--- config.mk ---
export PLATFORM = sky130hd
export DESIGN_NAME = spc_cfg_regs
export DESIGN_NICKNAME = d
export VERILOG_FILES = /design/src/rtl/spc_pkg.sv /design/src/rtl/spc_cfg_regs.sv
export SDC_FILE = /design/constraint.sdc
export NUM_CORES = 1
export LEC_CHECK = 0
export BUFFER_PORTS_ARGS = -buffer_cell sky130_fd_sc_hd__buf_2
export CAP_MARGIN = 25
export CORE_MARGIN = 2
export CORE_UTILIZATION = 38
export CTS_CLUSTER_DIAMETER = 30
export CTS_CLUSTER_SIZE = 20
export DETAILED_ROUTE_END_ITERATION = 8
export PLACE_DENSITY = 0.71
export SLEW_MARGIN = 20
export SYNTH_ARGS = -nofsm -noshare
export SYNTH_HDL_FRONTEND = slang
export SYNTH_SLANG_ARGS = --single-unit
--- constraint.sdc ---
create_clock -name i_clk -period 0.94 [get_ports i_clk]
set_clock_uncertainty 0.05 [all_clocks]
set_input_delay 0.141 -clock i_clk [delete_from_list [all_inputs] [get_ports i_clk]]
set_output_delay 0.141 -clock i_clk [all_outputs]
set_load 0.02 [all_outputs]
--- src/rtl/spc_pkg.sv ---
// types and constants of the spanned point counter
// no dependencies
`timescale 1ns / 1ps

package spc_pkg;

    localparam int unsigned CHROM_W = 10;
    localparam int unsigned CNT_W   = 32;
    localparam int unsigned HIT_W   = 13;
    localparam int unsigned CFG_W   = 16;

    localparam logic [1:0] CMD_LOAD   = 2'd0;
    localparam logic [1:0] CMD_PROC   = 2'd1;
    localparam logic [1:0] CMD_LOOKUP = 2'd2;

    localparam logic [1:0] REG_OVH_LEFT  = 2'd0;
    localparam logic [1:0] REG_OVH_RIGHT = 2'd1;
    localparam logic [1:0] REG_ENTRIES   = 2'd2;

    localparam logic [HIT_W-1:0] HIT_MAX = '1;
    localparam logic [CNT_W-1:0] CNT_MAX = '1;

    typedef struct packed {
        logic [1:0]         command;
        logic [11:0]        entry_index;
        logic [CHROM_W-1:0] chromosome;
        logic [31:0]        position;
        logic [31:0]        block_length;
        logic               strand;
    } t_in_word;

    typedef struct packed {
        logic [CNT_W-1:0] strand_count;
        logic [CNT_W-1:0] total_count;
        logic             found;
        logic [HIT_W-1:0] points_hit;
    } t_out_word;

    typedef struct packed {
        logic [15:0] ovh_left;
        logic [15:0] ovh_right;
    } t_cfg;

    typedef enum logic [1:0] {
        ST_IDLE,
        ST_SCAN,
        ST_FIN
    } t_state;

endpackage

--- src/rtl/spc_cfg_regs.sv ---
// configuration registers, entry count clamped to the table depth
// depends on spc_pkg
`timescale 1ns / 1ps

module spc_cfg_regs #(
    parameter int TABLE_DEPTH = 4096
) (
    input  logic                             i_clk,
    input  logic                             i_rst_n,
    input  logic                             i_cfg_we,
    input  logic [1:0]                       i_cfg_idx,
    input  logic [spc_pkg::CFG_W-1:0]        i_cfg_data,
    output spc_pkg::t_cfg                    o_cfg,
    output logic [$clog2(TABLE_DEPTH+1)-1:0] o_entries
);

    localparam int CW = $clog2(TABLE_DEPTH + 1);

    spc_pkg::t_cfg r_cfg;
    logic [12:0]   r_entries;

    always_ff @(posedge i_clk) begin
        if (!i_rst_n) begin
            r_cfg     <= '0;
            r_entries <= '0;
        end else if (i_cfg_we) begin
            case (i_cfg_idx)
                spc_pkg::REG_OVH_LEFT:  r_cfg.ovh_left  <= i_cfg_data;
                spc_pkg::REG_OVH_RIGHT: r_cfg.ovh_right <= i_cfg_data;
                spc_pkg::REG_ENTRIES:   r_entries <= i_cfg_data[12:0];
                default: ;
            endcase
        end
    end

    assign o_cfg     = r_cfg;
    assign o_entries = (32'(r_entries) > 32'(TABLE_DEPTH)) ? CW'(TABLE_DEPTH)
                                                           : CW'(r_entries);

endmodule

== After elaboration in Yosys (flattened, before gate mapping) ==
Index checks and enable logic that the tools add are counted.

* $lt $le $gt $ge: 1
* Equality and inequality tests: 2
* Muxes and demuxes: 1
* Reduce and logical (&&, ||, !) cells: 4

{| class="wikitable"
|+ Operator list
! cell !! count
|-
| greater-than comparator 13 bit, second input constant || 1
|-
| two-way mux 13 bit || 1
|-
| AND reduction 2 bit || 3
|-
| equality test 2 x 1 -> 1 bit, second input constant || 1
|-
| equality test 2 bit, second input constant || 1
|-
| zero test 2 bit || 1
|}

* Flip-flop bits (word level): 45
* Input bits: 21
* Output and inout port bits: 45
* Logic and storage cells: 11

== Longest topological paths before layout ==
* Depth in word-level cells: 2
* Gate-level depth with buffers: 4
* Mapped depth without buffers: 2

== Least setup slack after synthesis ==
No wires, ideal clock.

* Path type: register to output
* Start: register r_entries[12]
* End: output port o_entries[1]
* Data arrival time: 0.845 ns
* Data required time: 0.749 ns
* Path slack: -0.096 ns
* Cell stages (with the launch flop): 3
* Buffers on the path: 1
* Cell sequence: dfxtp_1 clkbuf_1 nor2b_1

* Cells in the longest elaborated chain, start to end: 2

{| class="wikitable"
|+ Ends and longest elaborated chain
! what !! line !! source
|-
| start, declared || spc_cfg_regs.sv:20 || <nowiki>logic [12:0] r_entries;</nowiki>
|-
| start signal, assigned || spc_cfg_regs.sv:30 || <nowiki>spc_pkg::REG_ENTRIES: r_entries <= i_cfg_data[12:0];</nowiki>
|-
| greater-than comparator 13 bit || spc_cfg_regs.sv:37 || <nowiki>assign o_entries = (32'(r_entries) > 32'(TABLE_DEPTH)) ? CW'(TABLE_DEPTH)</nowiki>
|-
| two-way mux 13 bit || spc_cfg_regs.sv:37 ||
|-
| end, declared || spc_cfg_regs.sv:14 || <nowiki>output logic [$clog2(TABLE_DEPTH+1)-1:0] o_entries</nowiki>
|}

Every way passes these cells.

== Worst setup path in the final report ==
* Start: register r_entries[12]
* End: output port o_entries[11]

Same word-level chain as after synthesis.

==> impl_metrics.env <==
export IMPL_switchingPower_w=0.0009407
export IMPL_hold_viol=0
export IMPL_cts_buffers=5
export IMPL_drtIter0Drc=39
export IMPL_cell_internal_pwr_w=0.002791
export IMPL_synth_top_area_share=0.5028
export IMPL_slew_limit_headroom=0.8756
export IMPL_track_usage=0.1683
export IMPL_fmax_ghz=0.8066
export IMPL_syn_inst=180
export IMPL_htree_levels=2
export IMPL_drive_gt1_frac=0.5080
export IMPL_worstPathMaxFanout=13
export IMPL_cts_sinks=45
export IMPL_violations="negative setup slack"
export IMPL_routed_wl_um=4175
export IMPL_ys_warnings_count=0
export IMPL_ant_nets=0
export IMPL_clockRootBuffer="clkbuf_8"
export IMPL_routed_via_density=4.712
export IMPL_tns_ps=-3740
export IMPL_seq_area_frac_synth=0.5028
export IMPL_cpLargestDelayFamily="flip-flops"
export IMPL_outcome="finished, violations left"
export IMPL_worst_slew_pin_slew_ps=186.3
export IMPL_num_vias=1423
export IMPL_slowest_delay_ps=340
export IMPL_crit_arrival_ps=1050
export IMPL_cap_viol_max_count=0
export IMPL_start_kind="flop"
export IMPL_firstDrtPassIters=4
export IMPL_synth_fp_nets=201
export IMPL_core_area_um2=4444
export IMPL_finalMaxSlewViolations=0
export IMPL_antenna_found_initial=0
export IMPL_setup_slack_ps=-299.8
export IMPL_dp_hpwl_um=2682
export IMPL_synth_area_leaders="dfxtp_1 (50%), mux2i_1 (25%), nand2_1 (13%), nor2b_1 (4.2%), buf_6 (1.9%)"
export IMPL_swShare=0.2521
export IMPL_cts_tree="yes"
export IMPL_die_y_um=72.67
export IMPL_hp_class="primary input to flop"
export IMPL_grt_pass1_vias=1400
export IMPL_clkLatencyLatePin_ps=290
export IMPL_gp_congestion=0.6897
export IMPL_route_detailed_drc=0
export IMPL_initial_core_util=0.4032
export IMPL_period_needed_ps=1240
export IMPL_areaGrowthSynthToFinish_pct=49.79
export IMPL_nets=270
export IMPL_ys_ff_latch=45
export IMPL_setup_viol=31
export IMPL_clockBufferDepth=2
export IMPL_crit_buf_inv=2
export IMPL_vdd_drop_max_uv=729.0
export IMPL_io_pin_count=66
export IMPL_path_cells="buf_12 -> nor2b_1 -> buf_4"
export IMPL_min_period_over_period=1.319
export IMPL_die_area_um2=5280
export IMPL_cp_required_ps=750
export IMPL_power_density_nw_per_um2=1390
export IMPL_dieWidth_um=72.67
export IMPL_grt_setup_unrepaired="yes"
export IMPL_combinationalPowerShare=0.152
export IMPL_overflow=0
export IMPL_wl_per_cell_um=13.82
export IMPL_power_frac_clock=0.305
export IMPL_cp_slowest_cell="dfxtp_2"
export IMPL_grt_first_pass_wirelength_um=6755
export IMPL_postPlaceCellArea_um2=2226
export IMPL_cts_clk_slew_worst_paths_ps=80
export IMPL_grt_max_degree=35
export IMPL_fp_row_count=24
export IMPL_p_leak_nw=1.295
export IMPL_synth_cell_types=11
export IMPL_fin_area_um2=2684
export IMPL_pwr_share_seq=0.543
export IMPL_syn_area_per_cell_um2=9.954
export IMPL_io_buffers=65
export IMPL_synth_area_um2=1792
export IMPL_power_total_w=0.003732
export IMPL_num_antenna_cells=0
export IMPL_critPathKind="flop to output pin"
export IMPL_yosys_area_top_type="dfxtp_1"
export IMPL_endpoint_kind="output pin"
[flip-flops by register name (all words and copies together), names as in the netlist]
signal,flops
o_cfg,32
r_entries,13
[power groups by stage]
stage                     Combinational, W  Sequential [W]  Clock [W]
after global routing              0.000608         0.00203    0.00125
after global placement            0.000466         0.00205          0
final                             0.000566         0.00203    0.00114
after CTS                         0.000550         0.00202    0.00117
after floorplan                   0.000239         0.00210          0
after detailed placement          0.000473         0.00205          0
[layer usage]
metal,wire [um],share of wire,track usage,vias to the layer above
li1,-,-,-,717
met1,1810,0.43,0.2071,666
met2,2110,0.51,0.2737,36
met3,192,0.046,0.04834,4
met4,61,0.015,0.07407,0
met5,0,0,0,-
[tightest hold or removal path: cells and delay by family]
| family | cells | cell delay, ps |
|---|---|---|
| buffers and inverters | 1 | 100 |
| AND/OR/NAND/NOR | 1 | 60 |
| multiplexers | 1 | 60 |
[cells in the final DEF (no fill, tap or decap), drive strengths merged]
cell type	Yosys	routed
nand3b	2	2
mux2i	45	45
clkinvlp	0	1
nor3b	1	1
buf	11	76
dfxtp	45	45
nand2	61	61
nor2b	12	12
clkbuf	3	7
[worst paths after layout]
check,from,endpoint,slack [ps],depth (start not counted)
worst max-delay path,r_entries[12],o_entries[11],-300,3
worst min-delay path,i_cfg_data[15],o_cfg[15],60,3
worst max register to register,o_cfg[5],o_cfg[5],200,3
worst min register to register,r_entries[11],r_entries[11],410,2
[synthesized netlist by cell type (all sizes together)]
cell and n:
nor2b 12, clkbuf 3, nand2 61, nand3b 2, nor3b 1, mux2i 45
buf 11, dfxtp 45
[logic make-up (layout without fill, tap and decap cells)]
family                 after synthesis  after routing  share of synthesized area
and+or+nand+nor                     76             76                     0.1871
buffers and inverters               14             84                    0.05866
DFF                                 45             45                     0.5028
muxes                               45             45                     0.2514
[through the flow]
stage                     utilization  hold WS (ps)  std cells  setup WS (ps)
after global routing           0.6039         61.94        302         -347.4
after detailed placement       0.5008         378.1        289         -91.82
after global placement         0.5008         369.9        289         -51.20
after CTS                      0.5890         54.19        298         -306.8
final                          0.6039         55.52        302         -299.8
after floorplan                     -         252.5        180         -30.83
[area by class of cell]
type | count | area (um2)
fill | 386 | 1760
sequential | 45 | 942.2
multi-input combinational | 121 | 842.1
timing repair buffer | 76 | 750.7
clock buffer | 7 | 76.32
tap | 52 | 65.06
clock inverter | 1 | 7.507
[repair_timing]
item                       in CTS  in global routing
gates cloned                    0                  0
setup buffers                   1                  4
gates resized for setup       116                  8
hold endpoints to repair        0                  0
setup endpoints to repair      45                 45
hold buffers                    0                  0
No activity file was read; power rests on OpenSTA's default activity.
